### config.mk
export PLATFORM = sky130hd
export DESIGN_NAME = lbnv_front
export DESIGN_NICKNAME = d
export VERILOG_FILES = /design/src/lbnv_pkg.sv /design/src/lbnv_front.sv
export SDC_FILE = /design/constraint.sdc
export NUM_CORES = 2
export LEC_CHECK = 0
export BUFFER_PORTS_ARGS = -buffer_cell sky130_fd_sc_hd__buf_2
export CORE_MARGIN = 2
export CORE_UTILIZATION = 47
export CTS_BUF_LIST = sky130_fd_sc_hd__clkbuf_8 sky130_fd_sc_hd__clkbuf_16
export CTS_CLUSTER_DIAMETER = 120
export CTS_CLUSTER_SIZE = 25
export DETAILED_ROUTE_END_ITERATION = 10
export PLACE_DENSITY_LB_ADDON = 0.3
export SYNTH_ARGS = -nofsm -noshare
export SYNTH_HDL_FRONTEND = slang
export SYNTH_SLANG_ARGS = --single-unit
### constraint.sdc
create_clock -name clk -period 5.16 [get_ports clk]
set_clock_uncertainty 0.2 [all_clocks]
set_input_delay 1.032 -clock clk [delete_from_list [all_inputs] [get_ports clk]]
set_output_delay 1.032 -clock clk [all_outputs]
set_load 0.01 [all_outputs]
### src/lbnv_pkg.sv
// Shared types and constants for the letterbox NV12 to RGB converter.
`timescale 1ns / 1ps
package lbnv_pkg;
	localparam logic [1:0] CMD_WR_LUMA   = 2'd0;
	localparam logic [1:0] CMD_WR_CHROMA = 2'd1;
	localparam logic [1:0] CMD_CONVERT   = 2'd2;

	localparam logic [2:0] REG_SRC_W     = 3'd0;
	localparam logic [2:0] REG_SRC_H     = 3'd1;
	localparam logic [2:0] REG_LUMA_P    = 3'd2;
	localparam logic [2:0] REG_CHROMA_P  = 3'd3;
	localparam logic [2:0] REG_INV_SCALE = 3'd4;
	localparam logic [2:0] REG_PAD_LEFT  = 3'd5;
	localparam logic [2:0] REG_PAD_TOP   = 3'd6;
	localparam logic [2:0] REG_PAD_LEVEL = 3'd7;

	localparam int CFG_W = 20;

	localparam logic signed [15:0] K_RV = 16'sd22970;
	localparam logic signed [15:0] K_GU = 16'sd5638;
	localparam logic signed [15:0] K_GV = 16'sd11700;
	localparam logic signed [15:0] K_BU = 16'sd29032;
	localparam logic signed [26:0] ACC_MAX = 27'sd4177920;

	// Queue entry: one classified convert command.
	typedef struct packed {
		logic        pad;
		logic [8:0]  sx;
		logic [8:0]  sy;
		logic [7:0]  ux;
		logic [7:0]  uy;
	} pix_req_t;

	function automatic logic [15:0] to_q88(input logic signed [26:0] acc);
		logic signed [26:0] c;
		logic [26:0] s;
		begin
			c = acc;
			if (acc < 0) c = '0;
			if (acc > ACC_MAX) c = ACC_MAX;
			s = (27'(c) + 27'd32) >> 6;
			to_q88 = s[15:0];
		end
	endfunction
endpackage

### src/lbnv_front.sv
// Front end: coordinate mapping and classification of convert commands.
`timescale 1ns / 1ps
module lbnv_front #(
	parameter int COORD_BITS = 12
) (
	input  logic                 clk,
	input  logic                 arst_n,
	input  logic                 in_valid,
	input  logic [11:0]          dest_x,
	input  logic [11:0]          dest_y,
	input  logic [8:0]           source_width,
	input  logic [8:0]           source_height,
	input  logic [19:0]          inverse_scale,
	input  logic [15:0]          pad_left,
	input  logic [15:0]          pad_top,
	output logic                 req_valid,
	output lbnv_pkg::pix_req_t   req
);
	import lbnv_pkg::*;

	localparam int CB = COORD_BITS < 12 ? COORD_BITS : 12;
	localparam logic [11:0] CMASK = 12'((13'd1 << CB) - 13'd1);
	localparam int DW = 18;
	localparam int PW = DW + 20;

	logic [11:0] dx, dy;
	logic signed [DW-1:0] dfx, dfy;
	logic signed [PW-1:0] px_s1, py_s1;
	logic v_s1;
	logic [8:0] w_s1, h_s1;
	logic [PW-1:0] sxw, syw;
	logic okx, oky;
	logic [7:0] lx, ly, ux, uy;

	assign dx = dest_x & CMASK;
	assign dy = dest_y & CMASK;
	assign dfx = $signed({2'b00, dx, 4'b0000}) - $signed({2'b00, pad_left});
	assign dfy = $signed({2'b00, dy, 4'b0000}) - $signed({2'b00, pad_top});

	always_ff @(posedge clk or negedge arst_n) begin
		if (!arst_n) begin
			v_s1 <= 1'b0;
		end else begin
			v_s1 <= in_valid;
		end
	end

	always_ff @(posedge clk) begin
		px_s1 <= PW'(dfx) * $signed({1'b0, inverse_scale});
		py_s1 <= PW'(dfy) * $signed({1'b0, inverse_scale});
		w_s1 <= source_width;
		h_s1 <= source_height;
	end

	assign sxw = PW'(px_s1 >>> 20);
	assign syw = PW'(py_s1 >>> 20);
	assign okx = !px_s1[PW-1] && (sxw < PW'(w_s1));
	assign oky = !py_s1[PW-1] && (syw < PW'(h_s1));
	assign lx = (w_s1[8:1] != 8'd0) ? w_s1[8:1] - 8'd1 : 8'd0;
	assign ly = (h_s1[8:1] != 8'd0) ? h_s1[8:1] - 8'd1 : 8'd0;
	assign ux = (sxw[8:1] > lx) ? lx : sxw[8:1];
	assign uy = (syw[8:1] > ly) ? ly : syw[8:1];

	always_comb begin
		req_valid = v_s1;
		req.pad = !(okx && oky);
		req.sx  = sxw[8:0];
		req.sy  = syw[8:0];
		req.ux  = ux;
		req.uy  = uy;
	end
endmodule

==> run metrics <==
Seq/Total Area, Yosys=4.07%; asr flop ratio synth=1.82%; fin crit period=8350 ps; synth top area cells=fa_1 (39%), ha_1 (15%), inv_1 (10%), nand2_1 (6.2%), and2_1 (5.3%); mean post-synth cell area=8.44 sq um; crit path capture type=flop; die area=59800 sq um; crit-path max FO=4; CP arrival=8350 ps; DR WL/cell=16.1 um; RSZ-0062 raised after global routing=true; Pre-antenna DRT Iters=5; CP dominant cell by count=fa_1; startpoint types=input port; Yosys reg bits=55; post-route cell area=33000 sq um; GP Congestion=0.889; largest net degree at the start of global routing=42; Die H=245 um; slowest stage delay, CP=630 ps; top cell type's share of synthesized area=39.4%; clock buffer depth=2; count leader, synth=inv_1; # DRC=0; Cell variety after synth=72; Sink Count=55; worst setup margin=-3190 ps; status=finished, violations left; final-report setup violation count=36; Top Ports=133; synth cell count leaders=inv_1 (754), fa_1 (536), nand2_1 (452); remaining antenna violation count=0; via count=22300; Num CTS Buffers=5; vias in the first global route=23500; final WL=70600 um; antenna violations before repair=5; Tot GR Track Use=24.3%; first-pass GRT wire length=118000 um; syn nets=4176; clock-pin transition on the worst setup and hold timing paths=80 ps; nets=4564; crit path kind=input port to flop; layout cells sized above 1=22.0%; row cnt=88; Initial Util=47.3%; number of synthesized flops with an enable pin=0; Synth Warn #=0; Root Driver=clkbuf_16; violated checks=negative setup slack; prevailing post-synth register cell=dfxtp_1; Fmax=120 MHz; Slowest cell on crit path=or4b_2; Post-CTS Hold Fix Bufs=0; final critical-path share of the clock period=162%; Max-cap violations=0; die width=245 um; relative slew slack=37.6%; Min-Delay Path Class=input port to async pin; Yosys top cell by area=fa_1; htree depth=2; Critical Path RT=5160 ps; final hold viol count=0; HPWL after DPL=60100 um; Post-Syn Instances=3223; GR Overflow Total=0; vias per std cell=5.09; placed inst area=31500 sq um; Port Buffers=132; max-slew violations=0; CTS tree=built; area delta synth->final=21.5%; 1st-iter DRT viols=930; Least-Margin Pin Slew=928 ps; Synth Cell Area=27200 sq um; core area=57500 sq um
[metrics by stage]
stage | setup TNS, ps | hold slack (ps) | instances | worst slack (ps) | util [%]
6_report | -102250 | 275 | 4379 | -3190 | 57.5
5_1_grt | -111990 | 260 | 4379 | -3450 | 57.5
4_1_cts | -102020 | 266 | 4363 | -3180 | 56.7
3_5_place_dp | -123200 | 609 | 4320 | -3810 | 54.9
2_1_floorplan | -87910 | 536 | 3223 | -2860 | -
3_3_place_gp | -119690 | 606 | 4320 | -3670 | 54.9
[state kept, by name (all words and copies together), names as in the netlist]
| register | cells |
|---|---|
| w_s1 | 9 |
| req_valid | 1 |
| px_s1 | 18 |
| py_s1 | 18 |
| h_s1 | 9 |
[layout by cell type, fill, tap and decap left out, types with 23 or more instances in the layout]
cell type | Yosys | routed
inv_1 | 754 | 734
fa_1 | 536 | 528
nand2_1 | 452 | 448
buf_4 | 19 | 405
ha_1 | 320 | 300
and2_1 | 231 | 220
buf_2 | 12 | 125
nor2_1 | 74 | 67
dfxtp_1 | 54 | 54
buf_6 | 1 | 44
nand3_1 | 43 | 38
xnor2_1 | 39 | 36
a21oi_1 | 51 | 29
a311oi_1 | 31 | 29
nand2b_1 | 26 | 25
a21o_1 | 23 | 23
[worst max-delay path: cells and delay by family]
kind | cells | cell delay (ps)
xor gates and xnor gates | 1 | 110
AOI/OAI and AO/OA | 11 | 1930
buffers and inverters | 6 | 810
and+or+nand+nor | 5 | 1150
adders and majority gates | 8 | 3300
[cells by family after synthesis]
group           Yosys count  share of synthesized area, %
simple gates           1013                          18.9
compound gates          257                          6.78
flops                    55                          4.07
fa+ha+maj               856                          54.2
buf+inv                 971                          13.7
xor+xnor                 57                          1.84
mux                      14                         0.520
[what timing repair did]
action,in CTS,in global routing
pin swaps,72,58
setup buffers,37,20
resized for setup,132,76
endpoints found under the setup margin,36,52
cloned,3,2
[layout make-up]
class | instances | area [sq um]
fill | 5178 | 24400
multi-input combinational | 2197 | 23300
timing repair buffer | 598 | 4660
inverter | 754 | 2850
sequential | 55 | 1110
tap | 765 | 957
clock buffer | 5 | 125
clock inverter | 3 | 41.3
antenna | 2 | 5.00
[routing by layer]
| metal | routed length, um | GRT usage, % | part of all wire (%) |
|---|---|---|---|
| met1 | 30600 | 31.8 | 43 |
| met2 | 34400 | 41.9 | 49 |
| met3 | 3780 | 4.32 | 5.4 |
| met4 | 1810 | 5.95 | 2.6 |
| met5 | 23 | 0 | 0.033 |
[worst max-delay path by stage]
stage / slack [ps] / depth (start not counted) / endpoint / from
detailed placement: -3810 / 34 / py_s1[34] / pad_top[4]
global placement: -3670 / 36 / py_s1[33] / pad_top[4]
finish: -3190 / 31 / py_s1[37] / dest_y[0]
CTS: -3180 / 34 / py_s1[33] / pad_top[4]
global route: -3450 / 36 / py_s1[37] / pad_top[1]
floorplan: -2860 / 33 / py_s1[37] / pad_top[0]
Power is not shown: default switching activity piles up to over one toggle a cycle in this logic, so the estimate is an artifact.
