==> src/lbnv_pkg.sv <==
// Shared types and constants for the letterbox NV12 to RGB converter.
`timescale 1ns / 1ps
package lbnv_pkg;
	localparam logic [1:0] CMD_WR_LUMA   = 2'd0;
	localparam logic [1:0] CMD_WR_CHROMA = 2'd1;
	localparam logic [1:0] CMD_CONVERT   = 2'd2;

	localparam logic [2:0] REG_SRC_W     = 3'd0;
	localparam logic [2:0] REG_SRC_H     = 3'd1;
	localparam logic [2:0] REG_LUMA_P    = 3'd2;
	localparam logic [2:0] REG_CHROMA_P  = 3'd3;
	localparam logic [2:0] REG_INV_SCALE = 3'd4;
	localparam logic [2:0] REG_PAD_LEFT  = 3'd5;
	localparam logic [2:0] REG_PAD_TOP   = 3'd6;
	localparam logic [2:0] REG_PAD_LEVEL = 3'd7;

	localparam int CFG_W = 20;

	localparam logic signed [15:0] K_RV = 16'sd22970;
	localparam logic signed [15:0] K_GU = 16'sd5638;
	localparam logic signed [15:0] K_GV = 16'sd11700;
	localparam logic signed [15:0] K_BU = 16'sd29032;
	localparam logic signed [26:0] ACC_MAX = 27'sd4177920;

	// Queue entry: one classified convert command.
	typedef struct packed {
		logic        pad;
		logic [8:0]  sx;
		logic [8:0]  sy;
		logic [7:0]  ux;
		logic [7:0]  uy;
	} pix_req_t;

	function automatic logic [15:0] to_q88(input logic signed [26:0] acc);
		logic signed [26:0] c;
		logic [26:0] s;
		begin
			c = acc;
			if (acc < 0) c = '0;
			if (acc > ACC_MAX) c = ACC_MAX;
			s = (27'(c) + 27'd32) >> 6;
			to_q88 = s[15:0];
		end
	endfunction
endpackage

==> src/lbnv_queue.sv <==
// Short queue between the front end and the pixel back end.
`timescale 1ns / 1ps
module lbnv_queue (
	input  logic               clk,
	input  logic               arst_n,
	input  logic               wr,
	input  lbnv_pkg::pix_req_t wdata,
	output logic               rd_valid,
	output lbnv_pkg::pix_req_t rdata
);
	import lbnv_pkg::*;

	// Back end never stalls, so a two-entry ring drains one per cycle.
	pix_req_t mem_q [2];
	logic [1:0] cnt_q;
	logic wp_q, rp_q;
	logic rd;

	assign rd_valid = cnt_q != 2'd0;
	assign rd = rd_valid;
	assign rdata = mem_q[rp_q];

	always_ff @(posedge clk or negedge arst_n) begin
		if (!arst_n) begin
			cnt_q <= '0;
			wp_q <= 1'b0;
			rp_q <= 1'b0;
		end else begin
			if (wr) wp_q <= ~wp_q;
			if (rd) rp_q <= ~rp_q;
			cnt_q <= cnt_q + {1'b0, wr} - {1'b0, rd};
		end
	end

	always_ff @(posedge clk) begin
		if (wr) mem_q[wp_q] <= wdata;
	end
endmodule

==> config.mk <==
export PLATFORM = sky130hd
export DESIGN_NAME = lbnv_queue
export DESIGN_NICKNAME = d
export VERILOG_FILES = /design/src/lbnv_pkg.sv /design/src/lbnv_queue.sv
export SDC_FILE = /design/constraint.sdc
export NUM_CORES = 1
export LEC_CHECK = 0
export ABC_AREA = 1
export BUFFER_PORTS_ARGS = -buffer_cell sky130_fd_sc_hd__clkbuf_2
export CAP_MARGIN = 15
export CORE_MARGIN = 3
export CORE_UTILIZATION = 56
export CTS_CLUSTER_DIAMETER = 60
export DETAILED_ROUTE_END_ITERATION = 7
export PLACE_DENSITY = 0.93
export SYNTH_ARGS = -nofsm -noshare
export SYNTH_HDL_FRONTEND = slang
export SYNTH_SLANG_ARGS = --single-unit
==> constraint.sdc <==
create_clock -name clk -period 3.7 [get_ports clk]
set_input_delay 0.74 -clock clk [delete_from_list [all_inputs] [get_ports clk]]
set_output_delay 0.74 -clock clk [all_outputs]
set_load 0.01 [all_outputs]
==> metrics.cfg, run 1 <==
[routing]
wire_per_inst_um=13.1
drt_iter0_markers=140
highest_layer=met4
avgViaCountPerCell=4.78
wirelength_mm=4.63
wl_met1_mm=1.82
drtPass1Iterations=4
vias=1691
ant_nets=0
drc=0
wl_met2_mm=2.37
wl_met3_um=371

[grt]
grt_pass1_vias=1621
grt_max_degree=37
grt_pass1_wl_mm=7.36
track_usage=0.168
antenna_found_initial=0
gr-total-overflow=0

[sta]
worst_slack_ns=1.12
tns_ns=0
fmax_mhz=388
setup_viol=0
tightest_slew_ns=1.00
post-route-min-period_ns=2.58
finClkSkew_ns=0.00938
hold_viol_final=0
max_slew_margin=0.329
drv_slew=0
period_share=0.696
rsz0062_at_grt=false

[place]
dp_slack_ns=1.47
portBuffers=73
gp_congestion=0.758
hpwl_mm=3.13

[run]
drv_cap=0

[die]
coreArea_um2=4790
die-area_um2=5870
row_count=25
io_pins=74
die_w_um=76.6
initial_utilization=0.583
fp.dieH_um=76.6

[worst_setup_path]
path_delay_family=flip-flops
crit_arrival_ns=1.84
crit_type=register to output pin
timing.critical_path.buf_inv=2
cp_max_fo=24
crit_top_cell=nand2_1
required_ns=2.96
end_kind=output pin
start_kind=register
cpPeakStageDelay_ns=0.92
crit_chain=buf_4 -> nand2_1 -> nand2_1 -> clkbuf_2
cp_slowest_cell=dfrtp_1

[clock_tree]
postCtsSetupRepairBufs=0
insertion_delay_ns=0.33
cts_made_buffers=9
cts_hold_buf=0
h-tree-depth=3
cts_resized=0
root_buffer=clkbuf_8
cts_buffer_depth=2
clk_pin_slew_ns=0.07
cts_tree=yes
clock-sinks=74

[power_and_ir_drop]
powerDensity_nw_per_um2=627
pwr-share-comb=0.180
p_leak_nw=1.49
p_int_mw=1.53
power_frac_clock=0.272
switching_share=0.273
p_seq_frac=0.548
ir_worst_vdd_uv=563
switchingPower_mw=0.577

[final_layout]
nFillCells=320
fin_nets=322
seq_area_um2=2200
n_antenna_cell=0
area_growth_pct=20.8
fin_util=0.704
multi_input_area_um2=494
drive_above_1_share=0.352

[synth]
ys_ff_latch=74
ys_types=14
syn_area_per_cell_um2=13.7
synth-main-ff-cell=edfxtp_1
synth_cells=204
async_reset_ff_frac=0.0541
ys_seq_area_frac=0.789
syn_nets=243
synth.area.top_cells=edfxtp_1 (75%), nand2_1 (14%), dfrtp_1 (3.6%)
synth_top_area_frac=0.753
synth_edf_count=70
synthTopCellsByCount=nand2_1 (101), edfxtp_1 (70), nand2_2 (10)
yosysMostFrequentCell=nand2_1
yosys.area.top_type=edfxtp_1
synth_area_um2=2790
yosys_warnings=0

[outcome]
outcome=finished, final reports clean

[min_path]
min_path_type=input port to asynchronous set/reset pin

-- registers in the layout, summed over array words and instances (netlist names) --
signal  count
mem_q      70
cnt_q       2
rp_q        1
wp_q        1
-- cells by family after synthesis --
logic type	count (synthesis)	share of synthesized area
AO/OA/AOI/OAI	1	0.00179
buffers and inverters	12	0.0368
AND/OR/NAND/NOR	115	0.165
flip-flops	74	0.789
adder cells (fa/ha/maj)	1	0.00448
XOR/XNOR	1	0.00314
-- power by group through the flow --
stage	sequential, mW	combinational, mW	clock, mW
2_1_floorplan	1.15	0.251	0
6_report	1.16	0.380	0.575
4_1_cts	1.16	0.389	0.586
3_3_place_gp	1.17	0.375	0
3_5_place_dp	1.18	0.388	0
5_1_grt	1.17	0.427	0.626
-- placed cells by master, fill, tap and decap left out, types with 2 or more instances in the layout --
cell type / instances
inv_1: 4
clkbuf_2: 73
dfrtp_1: 4
nor2_1: 2
clkinv_2: 2
nand2_1: 101
buf_4: 2
clkbuf_8: 9
nand2_2: 10
edfxtp_1: 70
-- stage by stage --
stage | instances | cell area [um^2] | hold WS, ns | total power, mW
after floorplan | 204 | 2790 | 0.444 | 1.41
after detailed placement | 339 | 3190 | 0.540 | 1.56
after global routing | 354 | 3370 | 0.188 | 2.22
final | 354 | 3370 | 0.205 | 2.11
after CTS | 354 | 3370 | 0.195 | 2.13
after global placement | 339 | 3190 | 0.533 | 1.54
-- layout make-up --
class,count,share of cell area
multi-input cells,118,0.147
well taps,67,0.0249
inverters,5,0.00780
flip-flops and latches,74,0.653
repair buffers,75,0.113
clock buffers,10,0.0379
clock inverters,5,0.0167
-- final timing paths --
kind,startpoint,end,slack (ns),cells after the start
max in group asynchronous,arst_n,cnt_q[0]$_DFF_PN0_,3.37,1
min,arst_n,rp_q$_DFFE_PN0P_,0.21,1
min in group clk,wp_q$_DFFE_PN0P_,wp_q$_DFFE_PN0P_,0.55,1
max reg2reg,wp_q$_DFFE_PN0P_,mem_q[0][3]$_DFFE_PP_,2.08,1
max,rp_q$_DFFE_PN0P_,rdata[20],1.12,4
min reg2reg,wp_q$_DFFE_PN0P_,wp_q$_DFFE_PN0P_,0.55,1
-- routing by layer --
layer / global-route usage / vias to the layer above
met1: 0.189 / 774
met2: 0.290 / 64
met3: 0.0697 / 10
met4: 0.0562 / 0
met5: 0 / -
li1: - / 843
No activity file was read; power rests on OpenSTA's default activity.
==> run 2, diff against run 1 <==
--- a/config.mk
+++ b/config.mk
@@ -9,10 +9,10 @@
 export BUFFER_PORTS_ARGS = -buffer_cell sky130_fd_sc_hd__clkbuf_2
 export CAP_MARGIN = 15
 export CORE_MARGIN = 3
-export CORE_UTILIZATION = 56
+export CORE_UTILIZATION = 52
 export CTS_CLUSTER_DIAMETER = 60
 export DETAILED_ROUTE_END_ITERATION = 7
-export PLACE_DENSITY = 0.93
+export PLACE_DENSITY = 0.88
 export SYNTH_ARGS = -nofsm -noshare
 export SYNTH_HDL_FRONTEND = slang
 export SYNTH_SLANG_ARGS = --single-unit
==> constraint.sdc (replaced) <==
create_clock -name clk -period 2.4 [get_ports clk]
set_input_delay 0.48 -clock clk [delete_from_list [all_inputs] [get_ports clk]]
set_output_delay 0.48 -clock clk [all_outputs]
set_load 0.01 [all_outputs]
==> run 2 against run 1 <==
  * Design area is 1.0% higher
  * Register-to-register slack worse by 1.1 ns
  * Core utilization down 4.2 points
  * Setup slack got worse by 0.61 ns
  * Sequential cell count is the same
  * Sequential power grew 52%
  * Clock skew is 0.0034 ns lower
  * Critical path type unchanged
==> metrics.cfg, run 2 (same netlist as run 1, synthesis figures left out) <==
[routing]
avgViaCountPerCell=4.66
ant_nets=0
drc=0
vias=1683
drtPass1Iterations=4
wire_per_inst_um=12.8
drt_iter0_markers=98
wirelength_mm=4.61

[clock_tree]
clock-sinks=74
h-tree-depth=3
cts_made_buffers=9
cts_tree=yes
cts_buffer_depth=2
root_buffer=clkbuf_8
clk_pin_slew_ns=0.07
insertion_delay_ns=0.33
cts_resized=0

[min_path]
hold_start=wdata[0]
min_path_type=input port to register

[final_layout]
final_cell_mix=nand2_1 (101), clkbuf_2 (73), edfxtp_1 (70), nand2_2 (10), clkbuf_8 (9)
n_antenna_cell=0
largest_reg_flops=70
layout_commonest_cell=nand2_1
area_growth_pct=22.0
largest_register=mem_q
reg_top3=mem_q: 70 flops, cnt_q: 2 flops
drive_above_1_share=0.344
fin_nets=325

[worst_setup_path]
crit_arrival_ns=1.40
crit_chain=buf_4 -> inv_8 -> nand2_1 -> nand2_1 -> clkbuf_2
cpPeakStageDelay_ns=0.38
start_kind=register
worstSetupStartpoint=rp_q$_DFFE_PN0P_
crit_top_cell=nand2_1
end_kind=output pin
crit_type=register to output pin
cp_slowest_cell=dfrtp_1
cp_max_fo=36
required_ns=1.92
worstReg2RegStart=wp_q$_DFFE_PN0P_

[run]
drv_cap=0

[grt]
grt_pass1_vias=1645
grt_pass1_wl_mm=7.33
track_usage=0.161
grt_max_degree=37
gr-total-overflow=0
antenna_found_initial=0

[sta]
rsz0062_at_grt=false
drv_slew=0
finClkSkew_ns=0.00599
tightest_slew_ns=0.512
max_slew_margin=0.658
setup_viol=0
period_share=0.785
hold_viol_final=0
post-route-min-period_ns=1.88
tns_ns=0
fmax_mhz=531
worst_slack_ns=0.515

[die]
fp.dieH_um=79.3
die_w_um=79.3
die-area_um2=6280
coreArea_um2=5140
io_pins=74
initial_utilization=0.543
row_count=26

[power_and_ir_drop]
powerDensity_nw_per_um2=960
ir_worst_vdd_uv=734
p_leak_nw=1.50

[outcome]
outcome=finished, final reports clean

[place]
dp_slack_ns=0.743
gp_congestion=0.660
portBuffers=73
hpwl_mm=3.09

## run 2: cell types whose count changed in the layout (fill, tap and decap cells not counted)
cell           previous run  this run
buf_4                     2         3
clkbuf_1                  1         3
buf_12                    0         1
dlygate4sd3_1             0         1
clkinvlp_4                1         0
clkinv_1                  0         2
clkinv_2                  2         1
clkinv_4                  1         0
## run 2: where the power goes
| part | switching, mW | internal (mW) | total (mW) | leakage [nW] |
|---|---|---|---|---|
| combinational | 0.408 | 0.218 | 0.626 | 0.707 |
| sequential | 0.0668 | 1.70 | 1.76 | 0.706 |
| clock | 0.408 | 0.473 | 0.881 | 0.0894 |
| total | 0.882 | 2.39 | 3.27 | 1.50 |
## run 2: final cells by class
class / count / area, um^2
inverters: 5 / 26.3
well taps: 70 / 87.6
clock inverters: 4 / 42.5
multi-input cells: 118 / 494
flip-flops and latches: 74 / 2200
repair buffers: 78 / 418
clock buffers: 12 / 135
fillers: 406 / 1730
## run 2: path summary, 6_finish.rpt
check / end / slack, ns / depth (start not counted)
setup / recovery: rdata[27] / 0.52 / 5
min in group asynchronous: cnt_q[0]$_DFF_PN0_ / 0.49 / 2
setup reg to reg: mem_q[0][31]$_DFFE_PP_ / 0.98 / 2
max in group asynchronous: rp_q$_DFFE_PN0P_ / 1.78 / 2
hold reg to reg: wp_q$_DFFE_PN0P_ / 0.55 / 1
hold / removal: mem_q[0][0]$_DFFE_PP_ / 0.33 / 1
## run 2: timing repair
item,in CTS,in global routing
hold buffers,1,0
hold endpoints to repair,4,0
buffers inserted,0,0
## run 2: per-layer routing
| layer | share of wire | wire [um] | global-route usage |
|---|---|---|---|
| met1 | 0.41 | 1870 | 0.188 |
| met2 | 0.50 | 2320 | 0.262 |
| met3 | 0.072 | 334 | 0.0522 |
| met4 | 0.018 | 81 | 0.0876 |
| met5 | 0 | 0 | 0 |
## run 2: through the flow
| stage | hold slack, ns | utilization | total power [mW] | std cells | instance area (um^2) |
|---|---|---|---|---|---|
| after floorplan | 0.184 | - | 2.17 | 204 | 2790 |
| after global placement | 0.297 | 0.626 | 2.40 | 344 | 3220 |
| after detailed placement | 0.300 | 0.626 | 2.43 | 344 | 3220 |
| after CTS | 0.313 | 0.663 | 3.31 | 361 | 3410 |
| after global routing | 0.304 | 0.663 | 3.45 | 361 | 3410 |
| final | 0.332 | 0.663 | 3.27 | 361 | 3410 |
## run 2: critical path: cells and delay by family, from the launching register on
kind	cells	cell delay, ns
buffers and inverters	3	0.54
and+or+nand+nor	2	0.15
DFF	1	0.38
==> run 3, diff against run 2 <==
--- a/config.mk
+++ b/config.mk
@@ -9,10 +9,10 @@
 export BUFFER_PORTS_ARGS = -buffer_cell sky130_fd_sc_hd__clkbuf_2
 export CAP_MARGIN = 15
 export CORE_MARGIN = 3
-export CORE_UTILIZATION = 52
+export CORE_UTILIZATION = 47
 export CTS_CLUSTER_DIAMETER = 60
 export DETAILED_ROUTE_END_ITERATION = 7
-export PLACE_DENSITY = 0.88
+export PLACE_DENSITY = 0.84
 export SYNTH_ARGS = -nofsm -noshare
 export SYNTH_HDL_FRONTEND = slang
 export SYNTH_SLANG_ARGS = --single-unit
==> constraint.sdc (replaced) <==
create_clock -name clk -period 1.6 [get_ports clk]
set_input_delay 0.32 -clock clk [delete_from_list [all_inputs] [get_ports clk]]
set_output_delay 0.32 -clock clk [all_outputs]
set_load 0.01 [all_outputs]
==> run 3 against run 2 <==
  * Critical path type unchanged
  * Clock power is 51% higher
  * Via count is 3.2% higher
  * Sequential power is 51% higher
  * Total power is 56% higher
  * Register-to-register slack worse by 0.57 ns
  * First-iteration DRC count is 30% lower
  * Die area is 9.8% higher
  * Sequential share of layout area is 3.6 points lower
  * Wire length is 9.1% higher
  * Clock-buffer cell count is 3 lower
  * The flow now finishes with violations (setup timing)
  * Highest routed layer unchanged
==> metrics.cfg, run 3 (same netlist as run 1, synthesis figures left out) <==
[worst_setup_path]
crit_arrival_ns=1.33
cpPeakStageDelay_ns=0.45
path_delay_family=flip-flops
required_ns=1.28
cp_max_fo=6
cp_slowest_cell=dfrtp_2
timing.critical_path.buf_inv=3
end_kind=output pin
start_kind=register
crit_type=register to output pin
crit_chain=buf_12 -> clkbuf_16 -> nand2_2 -> nand2_1 -> buf_2

[sta]
hold_viol_final=0
rsz0062_at_grt=true
fmax_mhz=605
period_share=1.03
setup_viol=15
tightest_slew_ns=0.291
worst_slack_ns=-0.0515
finClkSkew_ns=0.00868
post-route-min-period_ns=1.65
drv_slew=0
tns_ns=-0.294
max_slew_margin=0.806

[clock_tree]
cts_made_buffers=9
cts_tree=yes
clock-sinks=74
clk_pin_slew_ns=0.07
insertion_delay_ns=0.33
h-tree-depth=3
root_buffer=clkbuf_8
cts_buffer_depth=2

[final_layout]
area_growth_pct=29.3
drive_above_1_share=0.407
instances_no_fill=374
reg_top3=mem_q: 70 flops, cnt_q: 2 flops
largest_reg_flops=70
n_antenna_cell=0
fin_nets=336
layout_commonest_cell=nand2_1
final_cell_mix=nand2_1 (93), edfxtp_1 (70), clkbuf_2 (54), nand2_2 (18), buf_2 (16)
fin_area_um2=3610
largest_register=mem_q

[power_and_ir_drop]
switchingPower_mw=1.41
power_mw=5.10
p_seq_frac=0.520
power_frac_clock=0.260
powerDensity_nw_per_um2=1410
ir_worst_vdd_uv=771
p_int_mw=3.70
p_leak_nw=1.59
pwr-share-comb=0.219
switching_share=0.276

[grt]
track_usage=0.156
grt_max_degree=25
antenna_found_initial=0
grt_pass1_vias=1786
gr-total-overflow=0
grt_pass1_wl_mm=8.31

[die]
die-area_um2=6900
coreArea_um2=5640
row_count=27
fp.dieH_um=83.1
io_pins=74
die_w_um=83.1
initial_utilization=0.495

[outcome]
violations=setup timing
outcome=finished, violations left

[place]
gp_congestion=0.709
hpwl_mm=3.23
dpl-instance-area_um2=3240
portBuffers=73
dp.cells=349

[routing]
vias=1737
drt_iter0_markers=69
avgViaCountPerCell=4.64
wirelength_mm=5.03
drtPass1Iterations=4
drc=0
ant_nets=0
wire_per_inst_um=13.4

[min_path]
min_path_type=input port to register

[run]
drv_cap=0

-- run 3: power by group through the flow --
stage	Sequential [mW]	Clock [mW]	Combinational, mW
5_1_grt	2.69	1.45	1.25
3_5_place_dp	2.70	0	0.981
4_1_cts	2.65	1.36	1.07
2_1_floorplan	2.67	0	0.586
3_3_place_gp	2.68	0	0.973
6_report	2.65	1.33	1.12
-- run 3: area by class of cell --
type                    instances  area, um^2
multi-input cells             118         514
repair buffers                 87         554
inverters                       5        35.0
clock buffers                   9         124
repair inverters                2        27.5
fillers                       448        2030
well taps                      72        90.1
clock inverters                 7        60.1
flip-flops and latches         74        2200
-- run 3: metrics by stage --
stage,setup slack (ns),hold WS [ns],util
after detailed placement,0.226,0.138,0.575
after floorplan,0.0557,0.0244,-
after global placement,0.254,0.138,0.575
after CTS,-0.0383,0.152,0.626
final,-0.0515,0.176,0.640
after global routing,-0.102,0.154,0.640
-- run 3: final timing paths --
path	start	to	slack (ns)	cells past startpoint
max	rp_q$_DFFE_PN0P_	rdata[8]	-0.05	5
min	wdata[30]	mem_q[0][30]$_DFFE_PP_	0.18	1
max reg2reg	wp_q$_DFFE_PN0P_	mem_q[0][27]$_DFFE_PP_	0.41	2
min reg2reg	wp_q$_DFFE_PN0P_	wp_q$_DFFE_PN0P_	0.57	1
max in group asynchronous	arst_n	rp_q$_DFFE_PN0P_	1.12	2
min in group asynchronous	arst_n	wp_q$_DFFE_PN0P_	0.33	2
-- run 3: repair_timing --
item,4_1_cts,5_1_grt
pin swaps,0,3
hold buffers,1,0
gates cloned,2,1
hold endpoints to repair,4,0
setup buffers,4,1
gates resized for setup,10,31
endpoints found under the setup margin,35,35
-- run 3: routing by layer --
| layer | GRT usage | wire (um) |
|---|---|---|
| met1 | 0.178 | 1980 |
| met2 | 0.270 | 2640 |
| met3 | 0.0437 | 310 |
| met4 | 0.0728 | 99 |
| met5 | 0 | 0 |
